## src/rtl/core/sha512_pkg.sv

```systemverilog
// sha-512 hasher package: types, round constants and helper functions
// used by every module of the hasher; no dependencies
package sha512_pkg;

  typedef struct packed {
    logic [63:0] message_word;
    logic [3:0]  byte_count;
    logic        last_word;
  } in_item_t;

  typedef struct packed {
    logic [63:0] digest_word_0;
    logic [63:0] digest_word_1;
    logic [63:0] digest_word_2;
    logic [63:0] digest_word_3;
    logic [63:0] digest_word_4;
    logic [63:0] digest_word_5;
    logic [63:0] digest_word_6;
    logic [63:0] digest_word_7;
  } out_item_t;

  // work for the back end: a block word and how it is used
  typedef struct packed {
    logic [63:0] word;
    logic        flush;   // last word of a message: emit digest after it
  } blk_word_t;

  typedef enum logic [1:0] {
    FE_IDLE,
    FE_PAD,
    FE_LEN
  } fe_state_e;

  typedef enum logic [1:0] {
    BE_LOAD,
    BE_ROUND,
    BE_ADD,
    BE_OUT
  } be_state_e;

  localparam logic [63:0] IV [8] = '{
    64'h6a09e667f3bcc908, 64'hbb67ae8584caa73b, 64'h3c6ef372fe94f82b,
    64'ha54ff53a5f1d36f1, 64'h510e527fade682d1, 64'h9b05688c2b3e6c1f,
    64'h1f83d9abfb41bd6b, 64'h5be0cd19137e2179};

  localparam logic [63:0] ROUND_K [80] = '{
    64'h428a2f98d728ae22, 64'h7137449123ef65cd, 64'hb5c0fbcfec4d3b2f,
    64'he9b5dba58189dbbc, 64'h3956c25bf348b538, 64'h59f111f1b605d019,
    64'h923f82a4af194f9b, 64'hab1c5ed5da6d8118, 64'hd807aa98a3030242,
    64'h12835b0145706fbe, 64'h243185be4ee4b28c, 64'h550c7dc3d5ffb4e2,
    64'h72be5d74f27b896f, 64'h80deb1fe3b1696b1, 64'h9bdc06a725c71235,
    64'hc19bf174cf692694, 64'he49b69c19ef14ad2, 64'hefbe4786384f25e3,
    64'h0fc19dc68b8cd5b5, 64'h240ca1cc77ac9c65, 64'h2de92c6f592b0275,
    64'h4a7484aa6ea6e483, 64'h5cb0a9dcbd41fbd4, 64'h76f988da831153b5,
    64'h983e5152ee66dfab, 64'ha831c66d2db43210, 64'hb00327c898fb213f,
    64'hbf597fc7beef0ee4, 64'hc6e00bf33da88fc2, 64'hd5a79147930aa725,
    64'h06ca6351e003826f, 64'h142929670a0e6e70, 64'h27b70a8546d22ffc,
    64'h2e1b21385c26c926, 64'h4d2c6dfc5ac42aed, 64'h53380d139d95b3df,
    64'h650a73548baf63de, 64'h766a0abb3c77b2a8, 64'h81c2c92e47edaee6,
    64'h92722c851482353b, 64'ha2bfe8a14cf10364, 64'ha81a664bbc423001,
    64'hc24b8b70d0f89791, 64'hc76c51a30654be30, 64'hd192e819d6ef5218,
    64'hd69906245565a910, 64'hf40e35855771202a, 64'h106aa07032bbd1b8,
    64'h19a4c116b8d2d0c8, 64'h1e376c085141ab53, 64'h2748774cdf8eeb99,
    64'h34b0bcb5e19b48a8, 64'h391c0cb3c5c95a63, 64'h4ed8aa4ae3418acb,
    64'h5b9cca4f7763e373, 64'h682e6ff3d6b2b8a3, 64'h748f82ee5defb2fc,
    64'h78a5636f43172f60, 64'h84c87814a1f0ab72, 64'h8cc702081a6439ec,
    64'h90befffa23631e28, 64'ha4506cebde82bde9, 64'hbef9a3f7b2c67915,
    64'hc67178f2e372532b, 64'hca273eceea26619c, 64'hd186b8c721c0c207,
    64'heada7dd6cde0eb1e, 64'hf57d4f7fee6ed178, 64'h06f067aa72176fba,
    64'h0a637dc5a2c898a6, 64'h113f9804bef90dae, 64'h1b710b35131c471b,
    64'h28db77f523047d84, 64'h32caab7b40c72493, 64'h3c9ebe0a15c9bebc,
    64'h431d67c49c100d4c, 64'h4cc5d4becb3e42b6, 64'h597f299cfc657e2a,
    64'h5fcb6fab3ad6faec, 64'h6c44198c4a475817};

  localparam logic [63:0] PAD_WORD = 64'h8000000000000000;

  function automatic logic [63:0] rotr(logic [63:0] x, int unsigned n);
    rotr = (x >> n) | (x << (64 - n));
  endfunction

endpackage

```

## src/rtl/core/sha512_fifo.sv

```systemverilog
// short queue of block words between front and back end
// depends on sha512_pkg
module sha512_fifo #(
  parameter int unsigned Depth = 4
) (
  input  logic                   clk_i,
  input  logic                   rst_ni,
  input  logic                   push_i,
  input  sha512_pkg::blk_word_t  push_data_i,
  output logic                   full_o,
  input  logic                   pop_i,
  output sha512_pkg::blk_word_t  pop_data_o,
  output logic                   empty_o
);
  import sha512_pkg::*;

  localparam int unsigned Aw = (Depth > 1) ? $clog2(Depth) : 1;

  blk_word_t        mem_q [Depth];
  logic [Aw-1:0]    wr_q, wr_d, rd_q, rd_d;
  logic [Aw:0]      cnt_q, cnt_d;

  assign full_o     = (cnt_q == (Aw+1)'(Depth));
  assign empty_o    = (cnt_q == '0);
  assign pop_data_o = mem_q[rd_q];

  always_comb begin
    wr_d  = wr_q;
    rd_d  = rd_q;
    cnt_d = cnt_q;
    if (push_i) begin
      wr_d = (wr_q == Aw'(Depth - 1)) ? '0 : wr_q + 1'b1;
    end
    if (pop_i) begin
      rd_d = (rd_q == Aw'(Depth - 1)) ? '0 : rd_q + 1'b1;
    end
    if (push_i && !pop_i) cnt_d = cnt_q + 1'b1;
    else if (!push_i && pop_i) cnt_d = cnt_q - 1'b1;
  end

  always_ff @(posedge clk_i or negedge rst_ni) begin
    if (!rst_ni) begin
      wr_q  <= '0;
      rd_q  <= '0;
      cnt_q <= '0;
    end else begin
      wr_q  <= wr_d;
      rd_q  <= rd_d;
      cnt_q <= cnt_d;
    end
  end

  always_ff @(posedge clk_i) begin
    if (push_i) mem_q[wr_q] <= push_data_i;
  end

  assert property (@(posedge clk_i) disable iff (!rst_ni) push_i |-> !full_o)
    else $error("queue overflow");
  assert property (@(posedge clk_i) disable iff (!rst_ni) pop_i |-> !empty_o)
    else $error("queue underflow");
  assert property (@(posedge clk_i) disable iff (!rst_ni)
    (push_i && !pop_i) |=> !empty_o)
    else $error("queue lost a push");
endmodule

```

## config.mk

```make
export PLATFORM = sky130hd
export DESIGN_NAME = sha512_fifo
export DESIGN_NICKNAME = d
export VERILOG_FILES = /design/src/rtl/core/sha512_pkg.sv /design/src/rtl/core/sha512_fifo.sv
export SDC_FILE = /design/constraint.sdc
export NUM_CORES = 1
export LEC_CHECK = 0
export BUFFER_PORTS_ARGS = -buffer_cell sky130_fd_sc_hd__buf_2
export CAP_MARGIN = 5
export CORE_ASPECT_RATIO = 0.8
export CORE_MARGIN = 2
export CORE_UTILIZATION = 55
export CTS_CLUSTER_SIZE = 20
export DETAILED_ROUTE_END_ITERATION = 10
export PLACE_DENSITY = 0.82
export SYNTH_ARGS = -nofsm -noshare
export SYNTH_HDL_FRONTEND = slang
export SYNTH_SLANG_ARGS = --single-unit
```

## constraint.sdc

```tcl
create_clock -name clk_i -period 5.2 [get_ports clk_i]
set_input_delay 1.04 -clock clk_i [delete_from_list [all_inputs] [get_ports clk_i]]
set_output_delay 1.04 -clock clk_i [all_outputs]
set_load 0.1 [all_outputs]
```

==> Word level (Yosys, flattened, before mapping) <==
Memories as Yosys holds them, arrays and structs flattened.
Cells that the tools add are included.
{ "classes": {"n_eq_ne": 3, "reduce_logical": 6, "addsub": 4, "mux": 6} }
{ "ops": {"columns": ["cell", "count"], "rows": [
  ["$mux W3", 2],
  ["$add A2 B1 Y2 const B", 2],
  ["$eq A2 B2 Y1 const B", 2],
  ["$mux W2", 2],
  ["$add A3 B1 Y3 const B", 1],
  ["$eq A3 B3 Y1 const B", 1],
  ["$logic_not A3 Y1", 1],
  ["$sub A3 B1 Y3 const B", 1],
  ["$logic_and A1 B1 Y1", 2],
  ["$logic_not A1 Y1", 2],
  ["$mux W1", 2],
  ["$reduce_bool A2 Y1", 1]
]} }
{ "word_totals": {"out_inout_bits": 67, "mem_count": 1, "reg_bits": 7, "mem_bits_rw": 260} }
{ "mem_list": {"columns": ["memory", "words", "width", "rd", "rd_clocked_by_memory_dff", "write_ports", "line_no", "rtl"], "rows": [
  ["mem_q", 4, 65, 1, 0, 1, "sha512_fifo.sv:19", "blk_word_t mem_q [Depth];"]
]} }

==> Logic depth before layout (Yosys ltp) <==
{ "logic_depth": {"word_depth": 4, "mapped_depth": 7} }

==> Least setup slack after synthesis <==
No wires, ideal clock.
{ "synth_path": {"path_kind": "reg-to-output", "start": "register cnt_q[0]", "end": "output full_o", "path_stages_with_launch": 2, "arrival_ps": 2653, "slack_ps": 1507, "required_ps": 4160, "path_cell_list": "dfrtp_1 -> nor3b_1"} }
{ "synth_via": {"elab_chain_cells": 1} }
{ "synth_lines": {"columns": ["element", "line_no", "rtl"], "rows": [
  ["start: declaration", "sha512_fifo.sv:21", "logic [Aw:0] cnt_q, cnt_d;"],
  ["start signal: assignment", "sha512_fifo.sv:49", "cnt_q <= cnt_d;"],
  ["$eq A3 B3 Y1", "sha512_fifo.sv:23", "assign full_o = (cnt_q == (Aw+1)'(Depth));"],
  ["end: declaration", "sha512_fifo.sv:10", "output logic full_o,"]
]} }
No other way between the ends.

==> summary.txt <==
Clocking
  – Register clock-pin slew on the reported worst setup and hold paths: 0.06 ns
  – Deepest clock path buffer count: 3
  – Total clock sinks: 267
  – Clock root buffer master: sky130_fd_sc_hd__clkbuf_16
  – Cts hold-fix bufs: 0
  – Worst-skew pair later-pin latency: just over 0.5 ns
  – CTS resizes: 0
  – Max H-tree Level: 1
  – CTS tree: built
  – Number of clock buffers inserted by TritonCTS: 25
  – Number of buffers inserted by post-CTS setup repair: 0

Flow run
  – Max Cap Viol: 0

STA
  – Number of hold violations in the final report: 0
  – RSZ-0062 raised after global routing: false
  – Clk_skew: 0.00932 ns
  – Slew at the pin closest to its max-slew limit: 1.00 ns
  – Peak Freq: about 270 MHz
  – Crit share post-route: 71.2%
  – Fin crit period: approximately 3.7 ns
  – Worst max-slew margin expressed relative to the limit: around a third
  – Number of setup violations in the final report: 0
  – Number of pins with negative max-slew slack in the final report: 0
  – TNS Setup: 0 ns

Drt
  – Wire per inst: 22.1 um
  – Via Count: 4383
  – Remaining number of nets flagged by the antenna check after routing: 0
  – Total detailed-routing wirelength: 16900 um
  – Residual DRC: 0
  – Iteration-0 DRC count of the detailed router: 245
  – DRT Pass-1 Iters: 4
  – Vias per std cell: roughly 5.7

Critical path
  – Largest driver fanout on the critical path: 37
  – Worst Setup Path Type: reg -> out
  – CP startpoint kind: flip-flop
  – Endpoint class of the critical path: output port
  – Worst Path Required: 4.16 ns
  – Critical path data arrival time: 2.66 ns

Floorplanning
  – Die Area: 19000 um^2
  – Floorplan Core Area: 17400 um^2
  – I/O pins: 136
  – Site Rows: 43
  – Initial core utilization: 56.4%
  – Die outline height: 124 um
  – Die extent in x: 153 um

Logic synthesis
  – Sequential share of the synthesized area: 81.2%
  – Cell with the most instances after synthesis: sky130_fd_sc_hd__edfxtp_1
  – Number of flops mapped to enable cells by yosys: 260
  – Average cell area after synthesis: between 20 and 30 um^2
  – Mapped Nets: 453
  – Commonest cells in the netlist: sky130_fd_sc_hd__edfxtp_1 (260), sky130_fd_sc_hd__mux4_2 (65), sky130_fd_sc_hd__dfrtp_1 (7)
  – Leading post-synthesis cells by cell area: sky130_fd_sc_hd__edfxtp_1 (79%), sky130_fd_sc_hd__mux4_2 (15%), sky130_fd_sc_hd__dfrtp_1 (1.8%)
  – Number of synthesized register bits: approximately 270
  – Library cells used by synthesis: 20
  – Cell taking the most area after synthesis: sky130_fd_sc_hd__edfxtp_1
  – Netlist area before placement: 9830 um^2
  – Most common flop cell mapped by yosys: sky130_fd_sc_hd__edfxtp_1
  – Area fraction of the dominant cell type after synthesis: 79.4%
  – Yosys warnings: 0
  – Async set-or-reset flop fraction in the synthesized netlist: 2.62%
  – Post-Synthesis Cells: 377

Final layout
  – Final core utilization: 65.8%
  – Final net count: 601
  – Fraction of layout instances using a drive strength above 1: 45.3%
  – Fill cells: around 1100
  – Diodes inserted: 0
  – Area growth, synth to finish: 16.7%

Global route
  – Maximum number of pins on one net before global-route repair: 68
  – Gr ovfl total: 0
  – Via count of the first global-routing pass: 4575
  – Total global-route track usage: 18.4%
  – Number of antenna violations at the first check in global routing: 1
  – First-pass GRT wire length: 26400 um

Placed design
  – Number of buffers added on ports: 135
  – Post-detailed-placement half-perimeter wirelength: 9790 um
  – Placer's final routability congestion estimate: 0.686

Worst hold path
  – Kind of path behind the tightest hold check: in -> async

Outcome
  – Run status: completed
## layer usage
metal	vias up	GRT usage, %	wire length [um]
li1	1905	-	-
met1	2306	27.0	7370
met2	149	29.5	8170
met3	21	4.35	1100
met4	2	3.21	253
met5	-	0	11
## cell families (layout without fill, tap and decap cells)
logic type	count (synthesis)	count (layout)	share of synthesized area, %
AOI/OAI and AO/OA	2	2	0.102
DFF	267	267	81.2
buffers and inverters	19	183	1.64
xor gates and xnor gates	3	3	0.267
muxes	68	68	15.2
adders and majority gates	7	7	0.967
and+or+nand+nor	11	11	0.573
## placed cells by master, fill, tap and decap left out, types with 2 or more instances in the layout
master,netlist,layout
sky130_fd_sc_hd__and2_4,0,4
sky130_fd_sc_hd__buf_2,5,135
sky130_fd_sc_hd__bufinv_16,0,3
sky130_fd_sc_hd__clkbuf_1,2,4
sky130_fd_sc_hd__clkbuf_16,0,25
sky130_fd_sc_hd__clkinv_1,0,4
sky130_fd_sc_hd__clkinv_2,0,5
sky130_fd_sc_hd__dfrtp_1,7,5
sky130_fd_sc_hd__dfrtp_4,0,2
sky130_fd_sc_hd__edfxtp_1,260,260
sky130_fd_sc_hd__ha_1,6,6
sky130_fd_sc_hd__inv_1,4,4
sky130_fd_sc_hd__mux2_2,3,3
sky130_fd_sc_hd__mux4_2,65,65
sky130_fd_sc_hd__nand2_1,2,2
sky130_fd_sc_hd__nor2_1,3,3
sky130_fd_sc_hd__o21ai_0,2,2
sky130_fd_sc_hd__xor2_1,2,2
## worst max-delay path, stage by stage, from the launching register on
cell,delay [ns]
sky130_fd_sc_hd__dfrtp_4,0.83
sky130_fd_sc_hd__buf_12,0.38
sky130_fd_sc_hd__mux4_2,0.57
sky130_fd_sc_hd__buf_2,0.31
## final timing paths
kind / start / end / slack, ns / cells after the start
setup / recovery: rd_q[0]$_DFFE_PN0P_ / pop_data_o[60] / 1.50 / 3
hold / removal: rst_ni / cnt_q[0]$_DFFE_PN0P_ / 0.36 / 1
setup reg to reg: wr_q[1]$_DFFE_PN0P_ / mem_q[1][43]$_DFFE_PP_ / 3.30 / 3
hold reg to reg: cnt_q[2]$_DFFE_PN0P_ / cnt_q[2]$_DFFE_PN0P_ / 0.50 / 1
max in group asynchronous: rst_ni / rd_q[0]$_DFFE_PN0P_ / 4.66 / 1
min in group clk_i: cnt_q[2]$_DFFE_PN0P_ / cnt_q[2]$_DFFE_PN0P_ / 0.50 / 1
## registers in the layout (all words and copies together) (netlist names)
| signal | flops |
|---|---|
| wr_q | 2 |
| rd_q | 2 |
| cnt_q | 3 |
| mem_q | 260 |
## layout make-up
type                    count  area [um^2]  area share [%]
inverters                   4         15.0           0.131
clock inverters            13          139            1.21
flip-flops and latches    267         7990            69.7
repair buffers            136          696            6.06
well taps                 225          282            2.45
multi-input cells          91         1700            14.8
clock buffers              30          654            5.70
## metrics by stage
step | hold WS (ns) | cell area, um^2 | instances | worst slack (ns)
after floorplan | 0.456 | 9830 | 377 | 1.51
after global placement | 0.470 | 10700 | 723 | 1.99
after detailed placement | 0.492 | 10700 | 723 | 1.97
after CTS | 0.343 | 11500 | 766 | 1.42
after global routing | 0.347 | 11500 | 766 | 1.32
final | 0.357 | 11500 | 766 | 1.50
Power is left out: the tool's default activity adds up to more than one toggle a clock period on the data nets, which glitch-free logic cannot reach.
