## src/rtl/core/sha512_pkg.sv

```systemverilog
// sha-512 hasher package: types, round constants and helper functions
// used by every module of the hasher; no dependencies
package sha512_pkg;

  typedef struct packed {
    logic [63:0] message_word;
    logic [3:0]  byte_count;
    logic        last_word;
  } in_item_t;

  typedef struct packed {
    logic [63:0] digest_word_0;
    logic [63:0] digest_word_1;
    logic [63:0] digest_word_2;
    logic [63:0] digest_word_3;
    logic [63:0] digest_word_4;
    logic [63:0] digest_word_5;
    logic [63:0] digest_word_6;
    logic [63:0] digest_word_7;
  } out_item_t;

  // work for the back end: a block word and how it is used
  typedef struct packed {
    logic [63:0] word;
    logic        flush;   // last word of a message: emit digest after it
  } blk_word_t;

  typedef enum logic [1:0] {
    FE_IDLE,
    FE_PAD,
    FE_LEN
  } fe_state_e;

  typedef enum logic [1:0] {
    BE_LOAD,
    BE_ROUND,
    BE_ADD,
    BE_OUT
  } be_state_e;

  localparam logic [63:0] IV [8] = '{
    64'h6a09e667f3bcc908, 64'hbb67ae8584caa73b, 64'h3c6ef372fe94f82b,
    64'ha54ff53a5f1d36f1, 64'h510e527fade682d1, 64'h9b05688c2b3e6c1f,
    64'h1f83d9abfb41bd6b, 64'h5be0cd19137e2179};

  localparam logic [63:0] ROUND_K [80] = '{
    64'h428a2f98d728ae22, 64'h7137449123ef65cd, 64'hb5c0fbcfec4d3b2f,
    64'he9b5dba58189dbbc, 64'h3956c25bf348b538, 64'h59f111f1b605d019,
    64'h923f82a4af194f9b, 64'hab1c5ed5da6d8118, 64'hd807aa98a3030242,
    64'h12835b0145706fbe, 64'h243185be4ee4b28c, 64'h550c7dc3d5ffb4e2,
    64'h72be5d74f27b896f, 64'h80deb1fe3b1696b1, 64'h9bdc06a725c71235,
    64'hc19bf174cf692694, 64'he49b69c19ef14ad2, 64'hefbe4786384f25e3,
    64'h0fc19dc68b8cd5b5, 64'h240ca1cc77ac9c65, 64'h2de92c6f592b0275,
    64'h4a7484aa6ea6e483, 64'h5cb0a9dcbd41fbd4, 64'h76f988da831153b5,
    64'h983e5152ee66dfab, 64'ha831c66d2db43210, 64'hb00327c898fb213f,
    64'hbf597fc7beef0ee4, 64'hc6e00bf33da88fc2, 64'hd5a79147930aa725,
    64'h06ca6351e003826f, 64'h142929670a0e6e70, 64'h27b70a8546d22ffc,
    64'h2e1b21385c26c926, 64'h4d2c6dfc5ac42aed, 64'h53380d139d95b3df,
    64'h650a73548baf63de, 64'h766a0abb3c77b2a8, 64'h81c2c92e47edaee6,
    64'h92722c851482353b, 64'ha2bfe8a14cf10364, 64'ha81a664bbc423001,
    64'hc24b8b70d0f89791, 64'hc76c51a30654be30, 64'hd192e819d6ef5218,
    64'hd69906245565a910, 64'hf40e35855771202a, 64'h106aa07032bbd1b8,
    64'h19a4c116b8d2d0c8, 64'h1e376c085141ab53, 64'h2748774cdf8eeb99,
    64'h34b0bcb5e19b48a8, 64'h391c0cb3c5c95a63, 64'h4ed8aa4ae3418acb,
    64'h5b9cca4f7763e373, 64'h682e6ff3d6b2b8a3, 64'h748f82ee5defb2fc,
    64'h78a5636f43172f60, 64'h84c87814a1f0ab72, 64'h8cc702081a6439ec,
    64'h90befffa23631e28, 64'ha4506cebde82bde9, 64'hbef9a3f7b2c67915,
    64'hc67178f2e372532b, 64'hca273eceea26619c, 64'hd186b8c721c0c207,
    64'heada7dd6cde0eb1e, 64'hf57d4f7fee6ed178, 64'h06f067aa72176fba,
    64'h0a637dc5a2c898a6, 64'h113f9804bef90dae, 64'h1b710b35131c471b,
    64'h28db77f523047d84, 64'h32caab7b40c72493, 64'h3c9ebe0a15c9bebc,
    64'h431d67c49c100d4c, 64'h4cc5d4becb3e42b6, 64'h597f299cfc657e2a,
    64'h5fcb6fab3ad6faec, 64'h6c44198c4a475817};

  localparam logic [63:0] PAD_WORD = 64'h8000000000000000;

  function automatic logic [63:0] rotr(logic [63:0] x, int unsigned n);
    rotr = (x >> n) | (x << (64 - n));
  endfunction

endpackage

```

## src/rtl/core/sha512_front.sv

```systemverilog
// front end: takes message items, counts bytes, masks and pads,
// writes block words into the queue; depends on sha512_pkg
module sha512_front (
  input  logic                   clk_i,
  input  logic                   rst_ni,
  input  logic                   in_valid_i,
  output logic                   in_stall_o,
  input  sha512_pkg::in_item_t   in_data_i,
  output logic                   push_o,
  output sha512_pkg::blk_word_t  push_data_o,
  input  logic                   full_i
);
  import sha512_pkg::*;

  fe_state_e   state_q, state_d;
  logic [63:0] total_q, total_d;
  logic [3:0]  slot_q, slot_d;
  logic        pad_pending_q, pad_pending_d;   // 0x80 word still owed
  logic        take;
  logic [3:0]  cnt;
  logic [63:0] keep, masked;

  assign in_stall_o = (state_q != FE_IDLE) || full_i;
  assign take       = in_valid_i && !in_stall_o;
  assign cnt        = (in_data_i.byte_count > 4'd8) ? 4'd8 : in_data_i.byte_count;

  always_comb begin
    keep = '0;
    for (int b = 0; b < 8; b++) begin
      if (4'(b) < cnt) keep[63-8*b -: 8] = 8'hFF;
    end
    masked = in_data_i.message_word & keep;
    if (cnt != 4'd8) masked[63-8*cnt -: 8] = 8'h80;
  end

  // word 13 is the last zero-fill slot; words 14 and 15 belong to the length
  always_comb begin
    state_d = state_q;
    unique case (state_q)
      FE_IDLE: begin
        if (take && in_data_i.last_word) begin
          state_d = (cnt != 4'd8 && slot_q == 4'd13) ? FE_LEN : FE_PAD;
        end
      end
      FE_PAD: begin
        if (!full_i && slot_q == 4'd13) state_d = FE_LEN;
      end
      FE_LEN: if (!full_i && slot_q == 4'd15) state_d = FE_IDLE;
      default: state_d = FE_IDLE;
    endcase
  end

  always_comb begin
    push_o        = 1'b0;
    push_data_o   = '0;
    total_d       = total_q;
    slot_d        = slot_q;
    pad_pending_d = pad_pending_q;
    unique case (state_q)
      FE_IDLE: begin
        if (take) begin
          push_o = 1'b1;
          slot_d = slot_q + 1'b1;
          if (!in_data_i.last_word) begin
            push_data_o.word = in_data_i.message_word;
            total_d = total_q + 64'd8;
          end else begin
            push_data_o.word = masked;
            total_d = total_q + 64'(cnt);
            pad_pending_d = (cnt == 4'd8);
          end
        end
      end
      FE_PAD: begin
        if (!full_i) begin
          push_o = 1'b1;
          push_data_o.word = pad_pending_q ? PAD_WORD : '0;
          pad_pending_d = 1'b0;
          slot_d = slot_q + 1'b1;
        end
      end
      FE_LEN: begin
        if (!full_i) begin
          push_o = 1'b1;
          slot_d = slot_q + 1'b1;
          if (slot_q == 4'd15) begin
            push_data_o.word  = total_q << 3;
            push_data_o.flush = 1'b1;
            total_d = '0;
          end
        end
      end
      default: ;
    endcase
  end

  always_ff @(posedge clk_i or negedge rst_ni) begin
    if (!rst_ni) begin
      state_q       <= FE_IDLE;
      total_q       <= '0;
      slot_q        <= '0;
      pad_pending_q <= 1'b0;
    end else begin
      state_q       <= state_d;
      total_q       <= total_d;
      slot_q        <= slot_d;
      pad_pending_q <= pad_pending_d;
    end
  end

  assert property (@(posedge clk_i) disable iff (!rst_ni)
    (push_o && push_data_o.flush) |-> (slot_q == 4'd15))
    else $error("length word off its slot");
  assert property (@(posedge clk_i) disable iff (!rst_ni)
    (state_q == FE_LEN) |-> !pad_pending_q)
    else $error("padding byte dropped");
  assert property (@(posedge clk_i) disable iff (!rst_ni)
    (state_q != FE_IDLE) |-> in_stall_o)
    else $error("item taken during padding");
endmodule

```

## config.mk

```make
export PLATFORM = sky130hd
export DESIGN_NAME = sha512_front
export DESIGN_NICKNAME = d
export VERILOG_FILES = /design/src/rtl/core/sha512_pkg.sv /design/src/rtl/core/sha512_front.sv
export SDC_FILE = /design/constraint.sdc
export NUM_CORES = 1
export LEC_CHECK = 0
export BUFFER_PORTS_ARGS = -buffer_cell sky130_fd_sc_hd__clkbuf_2
export CAP_MARGIN = 20
export CORE_ASPECT_RATIO = 0.5
export CORE_MARGIN = 3
export CORE_UTILIZATION = 58
export CTS_BUF_LIST = sky130_fd_sc_hd__clkbuf_16
export CTS_CLUSTER_DIAMETER = 100
export DETAILED_ROUTE_END_ITERATION = 6
export PLACE_DENSITY = 0.94
export SYNTH_ARGS = -nofsm -noshare
export SYNTH_HDL_FRONTEND = slang
export SYNTH_SLANG_ARGS = --single-unit
```

## constraint.sdc

```tcl
create_clock -name clk_i -period 5.5 [get_ports clk_i]
set_input_delay 0 -clock clk_i [delete_from_list [all_inputs] [get_ports clk_i]]
set_output_delay 0 -clock clk_i [all_outputs]
set_load 0.01 [all_outputs]
```

---- Word-level counts from Yosys, hierarchy flattened ----
Index checks and enable logic that the tools add are counted.
storage, ports and cells
  register bits ........................... 71
  output and inout port bits .............. 67
  word-level logic and storage cells ...... 93
operators by class
  add/sub/neg operators ................... 5
  order comparisons ....................... 9
  eq/ne operators ......................... 15
  shift-type cells ........................ 2
  multiplexer cells ....................... 39
  bitwise logic cells ..................... 1
  reductions and logical operators ........ 18
operators by type and width
  kind                      count
  $mux 64                   9
  $pmux 64 s3               1
  $mux 65                   2
  $pmux 64 s2               1
  $shift 8x34->71 const A   1
  $shiftx 8x34->71 const A  1
  $add 64x4->64             1
  $add 64x4->64 const B     1
  $and 64x64->64            1
  $bwmux 64                 1
  $mux 8                    8
  $neg 32->34               1
  $ne 2x2->1 const B        9
  $lt 3x4->1 const A        4
  $eq 4x4->1 const B        3
  $mux 4                    3
  $lt 1x4->1 const A        2
  $lt 2x4->1 const A        2
  $mux 2                    4
  $pmux 4 s2                1
  $reduce_and 4->1          2
  $reduce_bool 2->1         4
  $sub 6x7->8 const A       1
  $mux 1                    6
  13 further kinds          20

---- Logic depth before layout (Yosys ltp) ----
Gate-level depths: netlist of the first run.
  depth in word-level cells ............... 10
  depth in mapped cells ................... 11

---- Worst setup path after synthesis of the first run ----
Ideal clock, no wire load.
  path kind ............................... register -> register
  start ................................... register total_q[0]
  end ..................................... register total_q[44]
  arrival ................................. 2281 ps
  data required time ...................... 5422 ps
  slack ................................... 3140 ps
  stages on the path, launching flop included .. 10
  path buffers ............................ 1
  period minus slack after synthesis ...... 2360 ps
  cells stage by stage .................... dfrtp_1 > ha_1 > inv_1 > fa_1 > nor2b_1 > o21a_1 > o211ai_1 > buf_2 > or4_1 > a21oi_1
on the way
  longest elaborated chain between the ends .. 4
  elaborated cells between the ends (all ways) .. 5
  classes of those cells .................. 2 x add/sub; 3 x mux
ends and longest elaborated chain
  item                                     line                                    RTL
  start: declaration                       sha512_front.sv:16                      logic [63:0] total_q, total_d;
  start signal: assignment                 sha512_front.sv:105                     total_q <= total_d;
  $add 64x4->64, on equally long branches  sha512_front.sv:66, sha512_front.sv:69
  $mux 64 (*)                              sha512_front.sv:64                      if (!in_data_i.last_word) begin
  $mux 64 (*)                              sha512_front.sv:61                      if (take) begin
  $pmux 64 s2 (*)                          sha512_front.sv:59                      unique case (state_q)
Every way passes the cells marked *; elsewhere a longest branch is shown, timed or not. The select of a mux whose other input is x is not followed.
A chain may end at the register's enable or synchronous reset.

---- Final worst setup path of the first run ----
  start ................................... register state_q[0]
  end ..................................... register total_q[34]
on the way
  longest elaborated chain between the ends .. 6
  elaborated cells between the ends (all ways) .. 12
  classes of those cells .................. 4 x eq/ne; 1 x mux; 7 x reduce/logical
ends and longest elaborated chain
  item                        line                 RTL
  start: declaration          sha512_front.sv:15   fe_state_e state_q, state_d;
  start signal: assignment    sha512_front.sv:104  state_q <= state_d;
  $reduce_bool 2->1           sha512_front.sv:23   assign in_stall_o = (state_q != FE_IDLE) || full_i;
  $logic_or 1x1->1            sha512_front.sv:23
  $logic_not 1->1             sha512_front.sv:24   assign take = in_valid_i && !in_stall_o;
  $logic_and 1x1->1           sha512_front.sv:24
  $ne 2x2->1 (no line)        --
  $reduce_and 4->1 (no line)  --
Several ways; a longest one is shown, not always the timed one.

==> results of run 1 <==
routing by layer:
metal / vias up / global-route usage (%)
li1: 2708 / -
met1: 2797 / 44.09
met2: 452 / 52.54
met3: 113 / 9.875
met4: 0 / 14.90
met5: - / 0
worst paths after layout:
kind	start	to	slack, ps	depth (start not counted)
min in group asynchronous	rst_ni	slot_q[2]	390	3
setup reg to reg	state_q[0]	total_q[34]	1660	7
setup / recovery	state_q[0]	total_q[34]	1660	7
hold reg to reg	pad_pending_q	pad_pending_q	540	1
max in group asynchronous	rst_ni	total_q[29]	4510	3
hold / removal	in_data_i[0]	total_q[4]	130	3
layout make-up:
cell class	instances	area share, %
Clock inverter	7	1.848
Inverter	16	0.9642
Timing Repair Buffer	147	12.37
Multi-Input combinational cell	526	51.63
Sequential cell	68	27.32
Tap cell	112	2.250
Clock buffer	9	3.616
power groups by stage:
stage               logic, W  registers (W)  clock network, W
finish              0.000675       0.000647          0.000672
global route        0.000745       0.000655          0.000695
CTS                 0.000648       0.000640          0.000668
detailed placement  0.000636       0.000647                 0
global placement    0.000610       0.000640                 0
floorplan           0.000440       0.000622                 0
logic make-up after synthesis:
logic type               synth area share (%)
AND/OR/NAND/NOR                         30.84
adder cells (fa/ha/maj)                 3.094
AO/OA/AOI/OAI                           25.63
XOR/XNOR                                1.890
flip-flops                              33.39
buffers and inverters                   3.978
multiplexers                            1.179
worst max-delay path, cell delays in order (launching register included):
cell	delay, ps
dfrtp_1	420
inv_1	140
ha_1	430
nand3b_1	520
a22oi_1	590
o2111ai_1	630
or4_2	820
a21oi_1	190
timing repair:
action                                 CTS  global route
endpoints found under the hold margin   68             0
hold buffers                             1             0
gates resized for setup                  0             0
registers in the layout, indices dropped and copies added, names as in the netlist:
register,flops
state_q,2
slot_q,4
pad_pending_q,1
total_q,61
cells in the mapped netlist (all sizes together), types with 11 or more instances:
library cell | number | share of area (%)
nor2 | 87 | 6.4
dfrtp | 68 | 33
a21oi | 61 | 6.0
a22oi | 58 | 8.5
nand2 | 52 | 3.8
o21ai | 33 | 3.2
clkbuf | 30 | 2.2
or4 | 29 | 4.4
o31ai | 25 | 3.7
nand4 | 23 | 2.9
nand3 | 20 | 2.0
or3 | 17 | 2.1
inv | 16 | 1.2
nor3 | 12 | 1.3
ha | 11 | 2.7
per-stage QoR:
step                std cells  utilization (%)
finish                    885            75.41
global route              885            75.41
CTS                       884            75.17
detailed placement        867            70.93
global placement          867            70.93
floorplan                 645                -
==> qor.txt, run 1 <==
outcome -> finished clean
Avg Cell Area, Syn -> 7.901 um2
multi-input logic area -> 0.003216 mm2
worst setup margin -> 1660 ps
IO Count -> 140
Worst-Margin Slew -> 1080 ps
Worst EP arrival -> 4090 ps
vias post-DR -> 6070
initial antenna violation count -> 0
worst min path class -> input port to flop
WL final -> 17330 um
clock tree buffer depth -> 2
Vias/cell -> 6.859
most common cell after layout, fill and taps aside -> clkbuf_2
CP Max Fanout -> 14
ANT nets after route -> 0
Antenna diodes -> 0
async set or reset register ratio after synthesis -> 100.0%
Setup crit end kind -> flop
RSZ-0062 raised after global routing -> no
# setup viols final -> 0
CTS tree -> done
register area share after synthesis -> 33.39%
max frequency -> 260.4 MHz
CP Launch Type -> flop
P_sw -> 0.0007493 W
synth unique cells -> 58
number of core rows -> 23
FILL cells -> 571
WHS -> 126.5 ps
area grow syn2layout -> 22.22%
clk_lat worst skew -> 340 ps
pin count of the biggest net entering global routing -> 69
Worst Skew -> 7.257 ps
dpl ws -> 1973 ps
die height -> 72.28 um
number of global-route vias before repair -> 5500
Post-synth EDFFs -> 0
global route total overflow -> 0
most frequent cells in the layout -> 139 x clkbuf_2, 86 x nor2_1, 68 x dfrtp_1, 61 x a21oi_1, 58 x a22oi_1
max-cap violations -> 0
clock sink total -> 68
Yosys warnings -> 0
internal power -> 0.001245 W
Pwr Total -> 0.001994 W
first-pass GRT wire length -> 27230 um
Post-Synthesis Cells -> 645
Starting Density -> 61.70%
worst rel slew slack -> 27.33%
placed cell areas -> 0.005858 mm2
Worst Path Required -> 5750 ps
DIE AREA -> 0.01002 mm2
TNS Setup -> 0 ps
Synth Flop Type -> dfrtp_1
syn_nets -> 730
Yosys reg bits -> 68
final count of hold timing violations -> 0
Final Cell Area -> 0.006228 mm2
Root Buffer -> clkbuf_16
fin crit share -> 69.82%
Metal-1 WL -> 6644 um
Num CTS Buffers -> 9
DR WL/cell -> 19.59 um
sw frac -> 37.57%
Pre-antenna DRT Iters -> 7
Max rail drop VDD -> 0.2328 mV
Detailed Route Iter0 Violations -> 1108
NumNets Final -> 853
# port buffers -> 139
met2 wire length -> 7753 um
Cell Pwr Density -> 320.2 mW/mm2
drt drc -> 0
share of cells above drive strength 1 -> 23.67%
combinational fraction of design power -> 33.9%
Placer Congestion -> 0.9944
clock slew seen by the registers of the worst setup and hold paths -> 60 ps
share of power burned in registers -> 32.4%
Die X -> 138.6 um
crit path time final -> 3840 ps
Core Footprint -> 0.008259 mm2
Post-CTS Setup Bufs -> 0
CP Class -> flop to flop
Static Leakage -> 2.659 nW
Clk network pwr share -> 33.7%
Total GRT Usage -> 33.58%
synthesized cell area -> 0.005096 mm2
htree depth -> 3
Slew Limit Fails -> 0
highest routed layer -> met4
Routed met3 length -> 2136 um
dpl hpwl -> 11770 um
sequential cell area -> 0.001702 mm2
No activity file was read; power rests on OpenSTA's default activity.
==> run 2, diff against run 1 <==
- CORE_UTILIZATION: 58 -> 48
- PLACE_DENSITY: 0.94 -> 0.84
- clock period: 5.5 -> 3.3 ns (I/O delays scaled with it)
==> run 2 against run 1 <==
  * The flow now finishes with violations (DRC)
  * Final area increased by 1.6%
  * Wire length decreased by 2.3%
  * Highest routed layer unchanged
  * Combinational power increased by 70%
  * Via count decreased by 3.4%
  * Power increased by 63%
==> qor.txt, run 2 (synthesis gave the netlist of run 1 again) <==
worst min path class -> input port to flop (unchanged)
DIE AREA -> 0.01196 mm2 (was 0.01002 mm2)
dpl cells -> 901 (was 867)
reg2reg start -> total_q[0] (was state_q[0])
CP max stage cell -> or4_2 (unchanged)
clock sink total -> 68 (unchanged)
CP Max Fanout -> 13 (was 14)
# port buffers -> 139 (unchanged)
IO Count -> 140 (unchanged)
max frequency -> 329.9 MHz (was 260.4 MHz)
Pre-antenna DRT Iters -> 7 (unchanged)
Core Footprint -> 0.009884 mm2 (was 0.008259 mm2)
placed cell areas -> 0.005981 mm2 (was 0.005858 mm2)
WL final -> 16940 um (was 17330 um)
Root Buffer -> clkbuf_16 (unchanged)
global route total overflow -> 0 (unchanged)
htree depth -> 3 (unchanged)
worst setup margin -> 268.5 ps (was 1660 ps)
ANT nets after route -> 0 (unchanged)
fin crit share -> 91.86% (was 69.82%)
min-delay src -> in_data_i[0] (unchanged)
pin count of the biggest net entering global routing -> 66 (was 69)
most common cell after layout, fill and taps aside -> clkbuf_2 (unchanged)
Critical Path End -> total_q[34] (unchanged)
share of cells above drive strength 1 -> 24.62% (was 23.67%)
Starting Density -> 51.56% (was 61.70%)
CP Class -> flop to flop (unchanged)
TNS Setup -> 0 ps (unchanged)
clock tree buffer depth -> 2 (unchanged)
worst-path cell chain -> ha_1, inv_1, fa_1, nor2b_1, o21a_1, o2111ai_1, or4_2, a21oi_1 (was inv_1, ha_1, nand3b_1, a22oi_1, o2111ai_1, or4_2, a21oi_1)
met2 Use GR -> 43.85% (was 52.54%)
initial antenna violation count -> 0 (unchanged)
failing checks -> DRC
Detailed Route Iter0 Violations -> 706 (was 1108)
Slew Limit Fails -> 0 (unchanged)
NumNets Final -> 864 (was 853)
final count of hold timing violations -> 0 (unchanged)
Die X -> 151.7 um (was 138.6 um)
# setup viols final -> 0 (unchanged)
Worst-Margin Slew -> 1094 ps (was 1080 ps)
Vias/cell -> 6.379 (was 6.859)
most frequent cells in the layout -> 139 x clkbuf_2, 86 x nor2_1, 68 x dfrtp_1, 61 x a21oi_1, 58 x a22oi_1 (unchanged)
max reg flops -> 61 (unchanged)
met3 usage -> 7.070% (was 9.875%)
Hold Buf Count CTS -> 1 (unchanged)
dpl ws -> 349.7 ps (was 1973 ps)
Worst EP arrival -> 3300 ps (was 4090 ps)
DR WL/cell -> 18.43 um (was 19.59 um)
Resize count post-CTS -> 0 (unchanged)
Final Util -> 64.01% (was 75.41%)
die height -> 78.86 um (was 72.28 um)
CTS tree -> done (unchanged)
Max rail drop VDD -> 0.2448 mV (was 0.2328 mV)
clk_lat worst skew -> 340 ps (about the same)
number of core rows -> 25 (was 23)
Placer Congestion -> 1.012 (was 0.9944)
clock slew seen by the registers of the worst setup and hold paths -> 60 ps (about the same)
most flop-heavy register -> total_q (unchanged)
Top Registers -> total_q (61), slot_q (4), state_q (2) (unchanged)
Total GRT Usage -> 28.26% (was 33.58%)
dpl hpwl -> 12280 um (was 11770 um)
CP Launch Type -> flop (unchanged)
number of global-route vias before repair -> 5367 (was 5500)
Static Leakage -> 2.702 nW (was 2.659 nW)
busiest grt layer -> met2 (unchanged)
drt drc -> 5 (was 0)
CP max stage delay -> 810 ps (was 820 ps)
Worst Path Required -> 3570 ps (was 5750 ps)
worst rel slew slack -> 26.99% (was 27.33%)
max-cap violations -> 0 (unchanged)
worst reg2reg setup slack -> 270 ps (was 1660 ps)
vias post-DR -> 5862 (was 6070)
WP buf/inv -> 1 (unchanged)
Antenna diodes -> 0 (unchanged)
Num CTS Buffers -> 9 (unchanged)
path depth of the worst reg2reg path -> 8 (was 7)
first-pass GRT wire length -> 27220 um (was 27230 um)
Global Route met1 Usage -> 39.22% (was 44.09%)
outcome -> finished with violations (was finished clean)
CP delay by family, top -> simple AND/OR/NAND/NOR gates (was compound AO/OA/AOI/OAI gates)
crit path time final -> 3032 ps (was 3840 ps)
beginning of the critical path -> total_q[0] (was state_q[0])
FILL cells -> 824 (was 571)
RSZ-0062 raised after global routing -> no (unchanged)
Post-CTS Setup Bufs -> 0 (unchanged)
Worst Skew -> 6.263 ps (was 7.257 ps)
Worst R2R End -> total_q[34] (unchanged)
Worst path depth -> 8 (was 7)
area grow syn2layout -> 24.16% (was 22.22%)
Setup crit end kind -> flop (unchanged)
Final Cell Area -> 0.006327 mm2 (was 0.006228 mm2)
final std cells w/o fill -> 919 (was 885)
Cell Pwr Density -> 514.6 mW/mm2 (was 320.2 mW/mm2)
==> run 2: cell types whose count changed in the layout (fill, tap and decap cells not counted), sizes merged <==
cell and change:
buf +11, bufinv -1, clkinvlp +1
==> run 2: worst min path at each step <==
| stage | endpoint | slack, ps | cells past startpoint |
|---|---|---|---|
| after CTS | total_q[4] | 110 | 3 |
| after floorplan | pad_pending_q | -300 | 0 |
| after global routing | total_q[4] | 170 | 3 |
| final | total_q[4] | 140 | 3 |
| after detailed placement | total_q[37] | 190 | 1 |
| after global placement | total_q[37] | 180 | 1 |
==> run 2: worst reg2reg max path, delay by kind of cell (launching register included) <==
| family | cells | cell delay, ps |
|---|---|---|
| AND/OR/NAND/NOR | 2 | 1030 |
| flip-flops | 1 | 390 |
| AO/OA/AOI/OAI | 3 | 880 |
| adder cells (fa/ha/maj) | 2 | 590 |
| buffers and inverters | 1 | 70 |
==> run 2: per-stage QoR <==
stage / power, W / hold WS, ps
5_1_grt: 0.003431 / 167.4
3_3_place_gp: 0.002127 / 176.6
4_1_cts: 0.003220 / 112.6
6_report: 0.003256 / 137.4
2_1_floorplan: 0.001769 / -295.6
3_5_place_dp: 0.002185 / 187.2
==> run 2: final cells by class <==
cell class                 count  area, um2  area share (%)
clock buffer                   9      225.2           3.559
clock inverter                 7      91.34           1.444
inverter                      16      60.06          0.9492
multi-input combinational    526       3214           50.80
sequential                    68       1702           26.89
tap                          135      168.9           2.670
timing repair buffer         158      865.8           13.68
==> run 2: routing by layer <==
layer,share of wire [%],up-vias
met2,46,334
met5,0,-
met1,41,2779
met3,11,25
li1,-,2724
met4,1.5,0
==> run 2: power breakdown <==
group / internal [W] / total, W / switching, W
combinational: 0.000444 / 0.00115 / 0.000710
sequential: 0.000932 / 0.00106 / 0.000133
clock: 0.000657 / 0.00104 / 0.000381
total: 0.00203 / 0.00326 / 0.00122
